==> src/rtl/ttca_pkg.sv <==
package ttca_pkg;

  localparam int CELLS_DEF   = 64;
  localparam int STAT_W      = 2;
  localparam int COUNT_W     = 8;
  localparam int TOTAL_W     = 8;
  localparam int INDEX_W     = 6;
  localparam int RULE_W      = 12;
  localparam int RULE_MAX    = 2186;
  localparam int RULE_DIGITS = 7;
  localparam int DIGIT_CNT_W = 3;
  // floor(x/3) == (x * 2731) >> 13 for every 12-bit x
  localparam int RECIP3      = 2731;
  localparam int RECIP3_SH   = 13;
  localparam int APB_AW      = 3;
  localparam int APB_DW      = 32;

  localparam logic [APB_AW-1:0] ADDR_RULE = 3'd0;

  typedef enum logic [1:0] {
    OP_INIT   = 2'd0,
    OP_EVOLVE = 2'd1,
    OP_READ   = 2'd2
  } op_e;

  typedef logic [RULE_DIGITS-1:0][STAT_W-1:0] rule_digits_t;

  typedef struct packed {
    logic init;
    logic evolve;
  } cell_ctl_t;

  typedef struct packed {
    logic               upd;
    logic [STAT_W-1:0]  state;
    logic [COUNT_W-1:0] tally;
  } pipe_pay_t;

  function automatic logic [STAT_W-1:0] rule_pick(input rule_digits_t d,
                                                  input logic [2:0] sum);
    logic [STAT_W-1:0] r;
    r = '0;
    if (sum < 3'(RULE_DIGITS)) begin
      r = d[sum];
    end
    return r;
  endfunction

  function automatic logic digits_ok(input rule_digits_t d);
    logic ok;
    ok = 1'b1;
    for (int k = 0; k < RULE_DIGITS; k++) begin
      if (d[k] == 2'd3) begin
        ok = 1'b0;
      end
    end
    return ok;
  endfunction

  // node count of one level of the binary adder tree
  function automatic int nodes_at(input int cells, input int lvl);
    return (cells + (1 << lvl) - 1) >> lvl;
  endfunction

endpackage

==> src/rtl/ttca_cell.sv <==
module ttca_cell
  import ttca_pkg::*;
(
  input  logic               clk_i,
  input  logic               rst_ni,
  input  cell_ctl_t          ctl_i,
  input  logic [STAT_W-1:0]  seed_i,
  input  logic [STAT_W-1:0]  left_i,
  input  logic [STAT_W-1:0]  right_i,
  input  rule_digits_t       digits_i,
  output logic [STAT_W-1:0]  status_o,
  output logic [COUNT_W-1:0] count_o,
  output logic [STAT_W-1:0]  next_o
);

  logic [STAT_W-1:0]  status_q, status_d;
  logic [COUNT_W-1:0] count_q, count_d;
  logic [2:0]         nbr_sum;
  logic [COUNT_W:0]   count_sum;

  always_comb begin
    nbr_sum   = {1'b0, left_i} + {1'b0, status_q} + {1'b0, right_i};
    next_o    = ctl_i.init ? seed_i : rule_pick(digits_i, nbr_sum);
    count_sum = {1'b0, count_q} + (COUNT_W+1)'(next_o);
    status_d  = status_q;
    count_d   = count_q;
    if (ctl_i.init) begin
      status_d = seed_i;
      count_d  = COUNT_W'(seed_i);
    end else if (ctl_i.evolve) begin
      status_d = next_o;
      count_d  = count_sum[COUNT_W] ? {COUNT_W{1'b1}} : count_sum[COUNT_W-1:0];
    end
  end

  always_ff @(posedge clk_i or negedge rst_ni) begin
    if (!rst_ni) begin
      status_q <= '0;
      count_q  <= '0;
    end else begin
      status_q <= status_d;
      count_q  <= count_d;
    end
  end

  assign status_o = status_q;
  assign count_o  = count_q;

  a_count_grows: assert property (@(posedge clk_i) disable iff (!rst_ni)
    ctl_i.evolve && !ctl_i.init |=> count_q >= $past(count_q))
    else $error("cell count dropped on evolve");

  a_init_seed: assert property (@(posedge clk_i) disable iff (!rst_ni)
    ctl_i.init |=> status_q == $past(seed_i) && count_q == COUNT_W'($past(seed_i)))
    else $error("cell not seeded on init");

endmodule

==> src/rtl/ttca_rule_dec.sv <==
module ttca_rule_dec
  import ttca_pkg::*;
(
  input  logic              clk_i,
  input  logic              rst_ni,
  input  logic              wr_i,
  input  logic [RULE_W-1:0] value_i,
  output logic              busy_o,
  output rule_digits_t      digits_o
);

  logic [RULE_W-1:0]      work_q, work_d;
  logic [DIGIT_CNT_W-1:0] cnt_q, cnt_d;
  rule_digits_t           digits_q, digits_d;
  logic [2*RULE_W-1:0]    prod;
  logic [RULE_W-1:0]      quot, three_q, rem;

  // one base-3 digit per cycle, least significant first, shifted in from the top
  always_comb begin
    prod     = work_q * RULE_W'(RECIP3);
    quot     = RULE_W'(prod >> RECIP3_SH);
    three_q  = (quot << 1) + quot;
    rem      = work_q - three_q;
    work_d   = work_q;
    cnt_d    = cnt_q;
    digits_d = digits_q;
    if (wr_i) begin
      work_d = value_i;
      cnt_d  = DIGIT_CNT_W'(RULE_DIGITS);
    end else if (cnt_q != '0) begin
      work_d   = quot;
      cnt_d    = cnt_q - 1'b1;
      digits_d = {rem[STAT_W-1:0], digits_q[RULE_DIGITS-1:1]};
    end
  end

  always_ff @(posedge clk_i or negedge rst_ni) begin
    if (!rst_ni) begin
      cnt_q    <= '0;
      digits_q <= '0;
    end else begin
      cnt_q    <= cnt_d;
      digits_q <= digits_d;
    end
  end

  always_ff @(posedge clk_i) begin
    work_q <= work_d;
  end

  assign busy_o   = (cnt_q != '0);
  assign digits_o = digits_q;

  a_wr_busy: assert property (@(posedge clk_i) disable iff (!rst_ni)
    wr_i |=> busy_o)
    else $error("rule decode did not start");

  a_digits_ok: assert property (@(posedge clk_i) disable iff (!rst_ni)
    !busy_o |-> digits_ok(digits_q))
    else $error("rule digit out of range");

endmodule

==> src/rtl/ttca_sum_pipe.sv <==
module ttca_sum_pipe
  import ttca_pkg::*;
#(
  parameter int CELLS = CELLS_DEF
) (
  input  logic               clk_i,
  input  logic               rst_ni,
  input  logic               valid_i,
  output logic               stall_o,
  input  logic [STAT_W-1:0]  leaf_i [CELLS],
  input  pipe_pay_t          pay_i,
  output logic               out_valid_o,
  input  logic               out_stall_i,
  output logic [TOTAL_W-1:0] total_sum_o,
  output logic [STAT_W-1:0]  cell_state_o,
  output logic [COUNT_W-1:0] cell_tally_o
);

  localparam int LEVELS = $clog2(CELLS);
  localparam int SW     = $clog2(2 * CELLS + 1);
  localparam int TW     = (SW > TOTAL_W + 1) ? SW : TOTAL_W + 1;

  logic [SW-1:0]      lvl_v  [0:LEVELS][CELLS];
  logic [SW-1:0]      node_d [1:LEVELS][CELLS];
  logic [SW-1:0]      node_q [1:LEVELS][CELLS];
  pipe_pay_t          pay_q  [1:LEVELS];
  logic [1:LEVELS]    v_q;
  logic [1:LEVELS+1]  go;
  logic               out_v_q;
  logic [TOTAL_W-1:0] last_q;
  logic [TOTAL_W-1:0] total_q, state_tot;
  logic [STAT_W-1:0]  state_q;
  logic [COUNT_W-1:0] tally_q;
  logic [TW-1:0]      tot_ext;

  always_comb begin
    for (int j = 0; j < CELLS; j++) begin
      lvl_v[0][j] = SW'(leaf_i[j]);
    end
    for (int s = 1; s <= LEVELS; s++) begin
      for (int j = 0; j < CELLS; j++) begin
        lvl_v[s][j] = node_q[s][j];
      end
    end
    for (int s = 1; s <= LEVELS; s++) begin
      for (int j = 0; j < CELLS; j++) begin
        node_d[s][j] = '0;
        if (j < nodes_at(CELLS, s)) begin
          if (2 * j < CELLS) begin
            node_d[s][j] = lvl_v[s-1][2*j];
          end
          if (2 * j + 1 < CELLS) begin
            node_d[s][j] = node_d[s][j] + lvl_v[s-1][2*j+1];
          end
        end
      end
    end
  end

  // a stage moves on when it is empty or the stage after it moves
  always_comb begin
    go[LEVELS+1] = !out_v_q || !out_stall_i;
    for (int s = LEVELS; s >= 1; s--) begin
      go[s] = !v_q[s] || go[s+1];
    end
  end

  assign stall_o = !go[1];

  always_comb begin
    tot_ext   = TW'(node_q[LEVELS][0]);
    state_tot = (tot_ext > TW'(2**TOTAL_W - 1)) ? {TOTAL_W{1'b1}} : tot_ext[TOTAL_W-1:0];
  end

  always_ff @(posedge clk_i or negedge rst_ni) begin
    if (!rst_ni) begin
      v_q     <= '0;
      out_v_q <= 1'b0;
      last_q  <= '0;
    end else begin
      if (go[1]) begin
        v_q[1] <= valid_i;
      end
      for (int s = 2; s <= LEVELS; s++) begin
        if (go[s]) begin
          v_q[s] <= v_q[s-1];
        end
      end
      if (go[LEVELS+1]) begin
        out_v_q <= v_q[LEVELS];
        if (v_q[LEVELS] && pay_q[LEVELS].upd) begin
          last_q <= state_tot;
        end
      end
    end
  end

  always_ff @(posedge clk_i) begin
    if (go[1]) begin
      node_q[1] <= node_d[1];
      pay_q[1]  <= pay_i;
    end
    for (int s = 2; s <= LEVELS; s++) begin
      if (go[s]) begin
        node_q[s] <= node_d[s];
        pay_q[s]  <= pay_q[s-1];
      end
    end
    if (go[LEVELS+1]) begin
      total_q <= pay_q[LEVELS].upd ? state_tot : last_q;
      state_q <= pay_q[LEVELS].state;
      tally_q <= pay_q[LEVELS].tally;
    end
  end

  assign out_valid_o  = out_v_q;
  assign total_sum_o  = total_q;
  assign cell_state_o = state_q;
  assign cell_tally_o = tally_q;

  a_full_stalls: assert property (@(posedge clk_i) disable iff (!rst_ni)
    (&v_q) && out_v_q && out_stall_i |-> stall_o)
    else $error("request taken into a full pipeline");

  a_bubble_free: assert property (@(posedge clk_i) disable iff (!rst_ni)
    !v_q[1] |-> !stall_o)
    else $error("stall with an empty first stage");

endmodule

==> src/rtl/totalistic_cellular_automaton_ring_core.sv <==
// Channel  Dir  Handshake                  Payload
// request  in   in_valid_i / in_stall_o    operation_i, seed_value_i, cell_index_i
// result   out  out_valid_o / out_stall_i  total_sum_o, cell_state_o, cell_tally_o
// config   in   APB psel/penable/pready    paddr, pwdata, prdata (rule_number at 0x0)
//
// One request per cycle unless in_stall_o is high; each result passes through the
// registered adder tree for the status total (one level per stage) and an output register.
// After a rule write the base-3 digit unit works out the rule digits one by one; requests
// wait meanwhile. Reset clears every cell, the rule and the last total at once.
// Empty stages are squeezed out, so the tree stalls requests only when every stage is full.
module totalistic_cellular_automaton_ring_core
  import ttca_pkg::*;
#(
  parameter int CELLS = CELLS_DEF
) (
  input  logic               clk_i,
  input  logic               rst_ni,
  input  logic               in_valid_i,
  output logic               in_stall_o,
  input  logic [1:0]         operation_i,
  input  logic [STAT_W-1:0]  seed_value_i,
  input  logic [INDEX_W-1:0] cell_index_i,
  output logic               out_valid_o,
  input  logic               out_stall_i,
  output logic [TOTAL_W-1:0] total_sum_o,
  output logic [STAT_W-1:0]  cell_state_o,
  output logic [COUNT_W-1:0] cell_tally_o,
  input  logic               psel,
  input  logic               penable,
  input  logic               pwrite,
  input  logic [APB_AW-1:0]  paddr,
  input  logic [APB_DW-1:0]  pwdata,
  output logic [APB_DW-1:0]  prdata,
  output logic               pready
);

  localparam int MID = CELLS / 2;
  localparam int IW  = ($clog2(CELLS) > INDEX_W) ? $clog2(CELLS) : INDEX_W;

  logic [RULE_W-1:0]  rule_q;
  logic               rule_wr;
  logic               dec_busy;
  rule_digits_t       digits;
  logic               pipe_valid, pipe_stall, fire;
  op_e                op;
  cell_ctl_t          ctl;
  logic [STAT_W-1:0]  seed_c;
  logic [STAT_W-1:0]  status [CELLS];
  logic [COUNT_W-1:0] count  [CELLS];
  logic [STAT_W-1:0]  next   [CELLS];
  logic [IW-1:0]      idx_ext;
  pipe_pay_t          pay;

  // configuration
  assign pready  = 1'b1;
  assign rule_wr = psel && penable && pwrite && (paddr == ADDR_RULE)
                   && (pwdata <= APB_DW'(RULE_MAX));
  assign prdata  = (paddr == ADDR_RULE) ? APB_DW'(rule_q) : '0;

  always_ff @(posedge clk_i or negedge rst_ni) begin
    if (!rst_ni) begin
      rule_q <= '0;
    end else if (rule_wr) begin
      rule_q <= pwdata[RULE_W-1:0];
    end
  end

  ttca_rule_dec u_rule_dec (
    .clk_i    (clk_i),
    .rst_ni   (rst_ni),
    .wr_i     (rule_wr),
    .value_i  (pwdata[RULE_W-1:0]),
    .busy_o   (dec_busy),
    .digits_o (digits)
  );

  // request decode
  assign op         = op_e'(operation_i);
  assign pipe_valid = in_valid_i && !dec_busy;
  assign in_stall_o = pipe_stall || dec_busy;
  assign fire       = pipe_valid && !pipe_stall;
  assign seed_c     = (seed_value_i == 2'd3) ? 2'd2 : seed_value_i;

  always_comb begin
    ctl.init   = fire && (op == OP_INIT);
    ctl.evolve = fire && (op == OP_EVOLVE);
  end

  for (genvar i = 0; i < CELLS; i++) begin : g_cell
    localparam int L = (i == 0) ? CELLS - 1 : i - 1;
    localparam int R = (i == CELLS - 1) ? 0 : i + 1;
    ttca_cell u_cell (
      .clk_i    (clk_i),
      .rst_ni   (rst_ni),
      .ctl_i    (ctl),
      .seed_i   ((i == MID) ? seed_c : '0),
      .left_i   (status[L]),
      .right_i  (status[R]),
      .digits_i (digits),
      .status_o (status[i]),
      .count_o  (count[i]),
      .next_o   (next[i])
    );
  end

  // read port: an index past the ring matches no cell and reads zero
  always_comb begin
    idx_ext   = IW'(cell_index_i);
    pay.upd   = (op == OP_INIT) || (op == OP_EVOLVE);
    pay.state = '0;
    pay.tally = '0;
    if (op == OP_READ) begin
      for (int i = 0; i < CELLS; i++) begin
        if (idx_ext == IW'(i)) begin
          pay.state = status[i];
          pay.tally = count[i];
        end
      end
    end
  end

  ttca_sum_pipe #(
    .CELLS (CELLS)
  ) u_sum_pipe (
    .clk_i        (clk_i),
    .rst_ni       (rst_ni),
    .valid_i      (pipe_valid),
    .stall_o      (pipe_stall),
    .leaf_i       (next),
    .pay_i        (pay),
    .out_valid_o  (out_valid_o),
    .out_stall_i  (out_stall_i),
    .total_sum_o  (total_sum_o),
    .cell_state_o (cell_state_o),
    .cell_tally_o (cell_tally_o)
  );

  a_busy_holds: assert property (@(posedge clk_i) disable iff (!rst_ni)
    dec_busy |-> in_stall_o)
    else $error("request taken while rule digits are stale");

  a_bad_rule_kept: assert property (@(posedge clk_i) disable iff (!rst_ni)
    psel && penable && pwrite && (pwdata > APB_DW'(RULE_MAX)) |=> $stable(rule_q))
    else $error("out-of-range rule was stored");

endmodule
==> config.mk <==
export PLATFORM = sky130hd
export DESIGN_NAME = totalistic_cellular_automaton_ring_core
export DESIGN_NICKNAME = d
export VERILOG_FILES = /design/src/rtl/ttca_pkg.sv /design/src/rtl/ttca_cell.sv /design/src/rtl/ttca_rule_dec.sv /design/src/rtl/ttca_sum_pipe.sv /design/src/rtl/totalistic_cellular_automaton_ring_core.sv
export SDC_FILE = /design/constraint.sdc
export NUM_CORES = 2
export LEC_CHECK = 0
export ABC_CLOCK_PERIOD_IN_PS = 8300
export BUFFER_PORTS_ARGS = -buffer_cell sky130_fd_sc_hd__buf_4
export CORE_ASPECT_RATIO = 0.9
export CORE_MARGIN = 2
export CORE_UTILIZATION = 47
export DETAILED_ROUTE_END_ITERATION = 8
export PLACE_DENSITY_LB_ADDON = 0.08
export RECOVER_POWER = 100
export SLEW_MARGIN = 30
export SYNTH_ARGS = -nofsm -noshare
export SYNTH_HDL_FRONTEND = slang
export SYNTH_SLANG_ARGS = --single-unit
==> constraint.sdc <==
create_clock -name clk_i -period 8.3 [get_ports clk_i]
set_input_delay 0.83 -clock clk_i [delete_from_list [all_inputs] [get_ports clk_i]]
set_output_delay 0.83 -clock clk_i [all_outputs]
set_load 0.02 [all_outputs]
Yosys cells after proc, flatten, opt, wreduce, memory -nomap -nowiden
Memories as Yosys holds them, arrays and structs flattened.
Cells that the tools add are included.
- register bits after elaboration: 714
- RAM bits: 1122
- input bits: 52
- output and inout port bits: 53
- word-level logic and storage cells: 1302
- memories: 2
- $add $sub $neg: 258
- multipliers: 1
- magnitude comparators: 129
- eq/ne operators: 66
- multiplexer cells: 660
- bitwise operators: 1
- reductions and logical operators: 36
- memories (memory ; words ; bits a word ; rd ports ; clocked after Yosys merged registers in ; write ports ; line ; text):
    u_sum_pipe.node_q ; 6 ; 176 ; 6 ; 0 ; 6 ; ttca_sum_pipe.sv:25 ; logic [SW-1:0] node_q [1:LEVELS][CELLS];
    u_sum_pipe.pay_q ; 6 ; 11 ; 6 ; 0 ; 6 ; ttca_sum_pipe.sv:26 ; pipe_pay_t pay_q [1:LEVELS];
- operators by type and width (cell ; number):
    $mux W8 ; 193
    $mux W10 ; 65
    $mux W2 ; 321
    $add A8 B2 Y9 ; 64
    $bmux W2 S3 ; 64
    $add A2 B2 Y3 ; 96
    $lt A3 B4 Y1 const B ; 64
    $add A8 B8 Y8 ; 31
    $add A3 B2 Y3 ; 64
    $eq A6 B6 Y1 const B ; 32
    $lt A3 B3 Y1 const B ; 64
    $eq A6 B5 Y1 const B ; 16
    $eq A6 B4 Y1 const B ; 8
    $mux W12 ; 3
    $le A32 B12 Y1 const B ; 1
    $eq A6 B3 Y1 const B ; 4
    $mul A12 B12 Y24 const B ; 1
    $eq A6 B2 Y1 const B ; 2
    $mux W1 ; 12
    $logic_not A1 Y1 ; 10
    $logic_and A1 B1 Y1 ; 9
    $logic_or A1 B1 Y1 ; 9
    $eq A6 B1 Y1 const B ; 1
    $logic_not A6 Y1 ; 1
    other kinds (12) ; 16

Depth between registers and ports, before layout
- depth in word-level cells: 66
- gate-level depth with buffers: 22
- mapped depth without buffers: 22

Modules after synthesis
From an unflattened synthesis, not the netlist that was laid out.
- cells, all modules: 8171
- area total of the unflattened synthesis: 79005.8 µm²
- modules (own cells, without submodules) (module ; instances ; cells an instance ; area an instance (µm²) ; seq. area each (µm²)):
    ttca_cell (g_cell[20].u_cell ...) ; 37 ; 88 ; 797.0 ; 250.2
    ttca_cell (g_cell[0].u_cell ...) ; 27 ; 84 ; 802.0 ; 250.2
    ttca_sum_pipe ; 1 ; 1067 ; 16184.3 ; 10284.9
    totalistic_cellular_automaton_ring_core ; 1 ; 1184 ; 7812.5 ; 300.3
    ttca_rule_dec ; 1 ; 396 ; 3865.0 ; 785.8

Least setup slack after synthesis
No wires, ideal clock.
- path type: in2reg
- start point: input port out_stall_i
- end point: register g_cell[50].u_cell.count_q[1]
- library setup time: 83 ps
- arrival: 7128 ps
- required time: 8217 ps
- path slack: 1090 ps
- stages: 19
- buffers on the path: 3
- path through: and3_1 > inv_2 > nor2_1 > nand3_1 > nand2_1 > buf_2 > nor2_1 > clkbuf_1 > clkbuf_1 > nor2_1 > ha_1 > inv_1 > fa_1 > nor2b_1 > nand3_1 > or2_2 > a21oi_1 > nand2_1 > o21ai_0
- longest elaborated chain between the ends: 15
- elaborated cells on any way between the ends: 17
- those cells by class: add/sub (1); mux (4); reduce/logical (12)
- ends and longest elaborated chain (what ; line ; text):
    from (decl) ; totalistic_cellular_automaton_ring_core.sv:24 ; input logic out_stall_i,
    $logic_not A1 Y1 (*) ; ttca_sum_pipe.sv:62 ; go[LEVELS+1] = !out_v_q || !out_stall_i;
    $logic_or A1 B1 Y1 (*) ; ttca_sum_pipe.sv:62 ;
    $logic_or A1 B1 Y1 (*) ; ttca_sum_pipe.sv:64 ; go[s] = !v_q[s] || go[s+1];
    named net u_sum_pipe.go, one bit ; ttca_sum_pipe.sv:28 ; logic [1:LEVELS+1] go;
    $logic_or A1 B1 Y1 (*) (5 in a row) ; ttca_sum_pipe.sv:64 ;
    $logic_and A1 B1 Y1 (*) ; totalistic_cellular_automaton_ring_core.sv:81 ; assign fire = pipe_valid && !pipe_stall;
    $logic_and A1 B1 Y1 ; totalistic_cellular_automaton_ring_core.sv:85 ; ctl.init = fire && (op == OP_INIT);
    $mux W2 ; ttca_cell.sv:23 ; next_o = ctl_i.init ? seed_i : rule_pick(digits_i, nbr_sum);
    $add A8 B2 Y9 ; ttca_cell.sv:24 ; count_sum = {1'b0, count_q} + (COUNT_W+1)'(next_o);
    $mux W8 ; ttca_cell.sv:32 ; count_d = count_sum[COUNT_W] ? {COUNT_W{1'b1}} : count_sum[COUNT_W-1:0];
    $mux W8 ; ttca_cell.sv:30 ; end else if (ctl_i.evolve) begin
    $mux W8 ; ttca_cell.sv:27 ; if (ctl_i.init) begin
    to (signal assigned) ; ttca_cell.sv:42 ; count_q <= count_d;
    to (decl) ; ttca_cell.sv:17 ; logic [COUNT_W-1:0] count_q, count_d;
Mark *: on every way through the listed nets, which the timed path passes. The rest lies on a longest branch. The select of a mux whose other input is x is not followed.
A chain may end at the register's enable or synchronous reset.

==> metrics.txt <==
status finished with violations; failing checks max-capacitance violations, max-slew violations; Main synth FF type dfrtp_1; width of the die around 420 um; Final min period between 6 and 7 ns; hold worst-path end rule_q[6]; root buf cell clkbuf_16; TNS Setup 0 ns; PwrDens 430 nW/um2; initial antenna violation count 8; antenna viol nets, final 0; # fillers roughly 14000; Post-Route WL 253000 um; FF+latch count, synth approximately 1000; Final Cycle Share about 84%; RR Startpoint u_sum_pipe.v_q[6]; final hold violation count 0; final cell count without fillers approximately 9800; critical path, cell by cell buf_8 -> clkbuf_1 -> nand2_1 -> clkbuf_1 -> nor2_1 -> a221oi_1 -> o21ai_0 -> o2111ai_1 -> or4_1 -> o21ai_1; commonest cells after routing, fill and taps aside 802 x a21oi_1, 670 x dfrtp_1, 647 x o21ai_0; crit path DAT 7.55 ns; final setup violation count 0; pin count of the biggest net entering global routing roughly 150; P&R area growth vs syn 8.79%; Synth Cell Area 73700 um2; Clock Pin Slew Worst Setup and Hold Paths around 0.07 ns; Post-CTS Resized 0; Max VDD drop 240 uV; via count ~62000; Starting Density between 40 and 50%; CTS Hold Buffers Added 0; die area 160000 um2; most frequent CP cell clkbuf_1; maximum clock path buffer count 3; Pins Over Slew Limit approximately 700; Pre-antenna DRT Iters 8; Num Clock Sinks ~1000; TritonCTS clock tree done; CORE AREA 155000 um2; first-pass GRT wire length between 300000 and 400000 um; fin util between 50% and 60%; worst-path maximum fanout 52; CTS Buf Count 120; WL/cell 25.7 um; Switching Share 44.8%; worst rel slew slack -267%; P_sw about 15 mW; Worst path slowest cell clkbuf_1; placed cells between 9000 and 10000; slew at the pin with the worst max-slew slack 5.51 ns; Hold Crit Depth 2; Seq/Total Area, Yosys 37.2%; HPWL Detailed between 150000 and 200000 um; unrepaired setup endpoints after global routing no; DRC errors left 0; Layout Nets about 8400; H-tree Lvls 3; Worst Hold Slack between 0.3 and 0.4 ns; Via density ~6.3; Final GP Congestion between 0.9 and 1; Die Y approximately 380 um; Clock Power Share about 17%; Placed Area between 70000 and 80000 um2; share of layout cells above drive strength 1 about 9%; row count roughly 140; CP peak stage delay between 1 and 1.5 ns; port bufs slightly above 80; worst skew pair latency slightly above 0.8 ns; number of max-cap violations 16; FF-to-FF End g_cell[15].u_cell.count_o[1]; grt total ovfl 0; syn avg cell area roughly 9.5 um2; number of synthesis warnings 0; FMAX approximately 140 MHz; Worst Setup Start Kind primary input; worst r2r path cells 8; Total GRT Usage between 30% and 40%; Setup crit end kind register; Post-synth EDFFs 342; skew final roughly 0.063 ns; Worst R2R Setup Slack roughly 1.8 ns; CP Class in -> reg; HP Class in -> reg; CP required slightly below 9 ns; Ports about 110; Static Leak roughly 34 nW; Post-CTS Setup Bufs 0; sequential power share a little over a quarter; ys async rst share 66.7%; min-delay src pwdata[6]; Gate Count Post-Synth a little under 8000; cell-internal power 19.0 mW; Yosys cell types 92; commonest non-fill, non-tap cell in the layout a21oi_1; Initial DRC Count just under 7000; post-route cell area 80200 um2; vias in the first global route 59200; Comb power frac between 50% and 60%
==> stage by stage <==
stage                     total power, mW  worst slack (ns)
after global routing                 37.1              1.31
after CTS                            34.5              2.66
after detailed placement             28.7              2.20
final                                34.5              1.32
after floorplan                      22.1              1.09
after global placement               28.2              2.28
==> worst max-delay path by stage <==
| stage | start | endpoint | slack (ns) | depth (start not counted) |
|---|---|---|---|---|
| final | cell_index_i[1] | u_sum_pipe.pay_q[0][11] | 1.32 | 10 |
| after global routing | rst_ni | g_cell[12].u_cell.count_o[2] | 1.31 | 2 |
| after CTS | u_rule_dec.work_q[1] | u_rule_dec.work_q[9] | 2.66 | 15 |
| after detailed placement | out_stall_i | g_cell[32].u_cell.count_o[5] | 2.20 | 17 |
| after global placement | out_stall_i | g_cell[32].u_cell.count_o[5] | 2.28 | 17 |
| after floorplan | out_stall_i | g_cell[50].u_cell.count_o[1] | 1.09 | 19 |
==> metal layers <==
| layer | GRT usage [%] | vias up | part of all wire [%] |
|---|---|---|---|
| met3 | 6.85 | 583 | 9.2 |
| met2 | 45.9 | 2851 | 43 |
| li1 | - | 27600 | - |
| met1 | 44.4 | 30600 | 43 |
| met5 | 0 | - | 0.024 |
| met4 | 13.0 | 10 | 4.8 |
==> cell families after synthesis <==
| logic type | count (synthesis) | synth area share (%) |
|---|---|---|
| compound gates | 2317 | 18.8 |
| simple gates | 2045 | 12.8 |
| buf+inv | 1083 | 5.88 |
| flops | 1026 | 37.2 |
| fa+ha+maj | 723 | 15.3 |
| mux | 432 | 8.49 |
| xor+xnor | 137 | 1.63 |
| other cells | 2 | 0.0102 |
==> power groups by stage <==
stage | clock, mW | sequential (mW) | combinational, mW
6_report | 5.69 | 9.09 | 19.7
4_1_cts | 5.78 | 9.07 | 19.7
3_3_place_gp | 0 | 9.12 | 19.1
3_5_place_dp | 0 | 9.14 | 19.6
2_1_floorplan | 0 | 8.66 | 13.5
5_1_grt | 5.98 | 9.28 | 21.9
==> sequential cells by signal, summed over array words and instances (netlist names) <==
| name | cells |
|---|---|
| u_sum_pipe.last_q | 8 |
| u_rule_dec.cnt_q | 3 |
| g_cell.u_cell.status_o | 128 |
| u_sum_pipe.cell_state_o | 2 |
| u_sum_pipe.out_valid_o | 1 |
| u_sum_pipe.pay_q | 66 |
| u_sum_pipe.node_q | 246 |
| u_sum_pipe.v_q | 6 |
| u_sum_pipe.cell_tally_o | 8 |
| rule_q | 12 |
| u_sum_pipe.total_sum_o | 8 |
| u_rule_dec.digits_o | 14 |
| g_cell.u_cell.count_o | 512 |
| u_rule_dec.work_q | 12 |
==> cells in the mapped netlist, types with 147 or more instances <==
cell type	count	area, um2
mux2i_1	212	2120
edfxtp_1	342	10300
a31oi_1	177	1110
clkbuf_1	320	1200
nor2b_1	152	951
fa_1	295	5910
o21ai_0	642	3210
inv_1	604	2270
a21oi_1	802	4010
nand3_1	272	1360
nand2_1	641	2410
dfrtp_1	684	17100
mux4_2	147	3310
ha_1	428	5360
nor2_1	618	2320
==> worst max-delay path: cells and delay by family <==
family	cells	cell delay [ns]
AND/OR/NAND/NOR	3	2.22
AO/OA/AOI/OAI	4	1.53
buffers and inverters	3	2.81
==> final cells by class <==
cell class	instances	area (um2)	share of cell area (%)
Antenna cell	7	17.5	0.0218
Multi-Input combinational cell	5675	42200	52.6
Timing Repair Buffer	189	1490	1.86
Sequential cell	1026	27400	34.2
Clock inverter	67	790	0.985
Tap cell	2085	2610	3.25
Clock buffer	161	3390	4.22
Inverter	607	2280	2.85
Note: power is estimated with default switching activity, not from simulation.
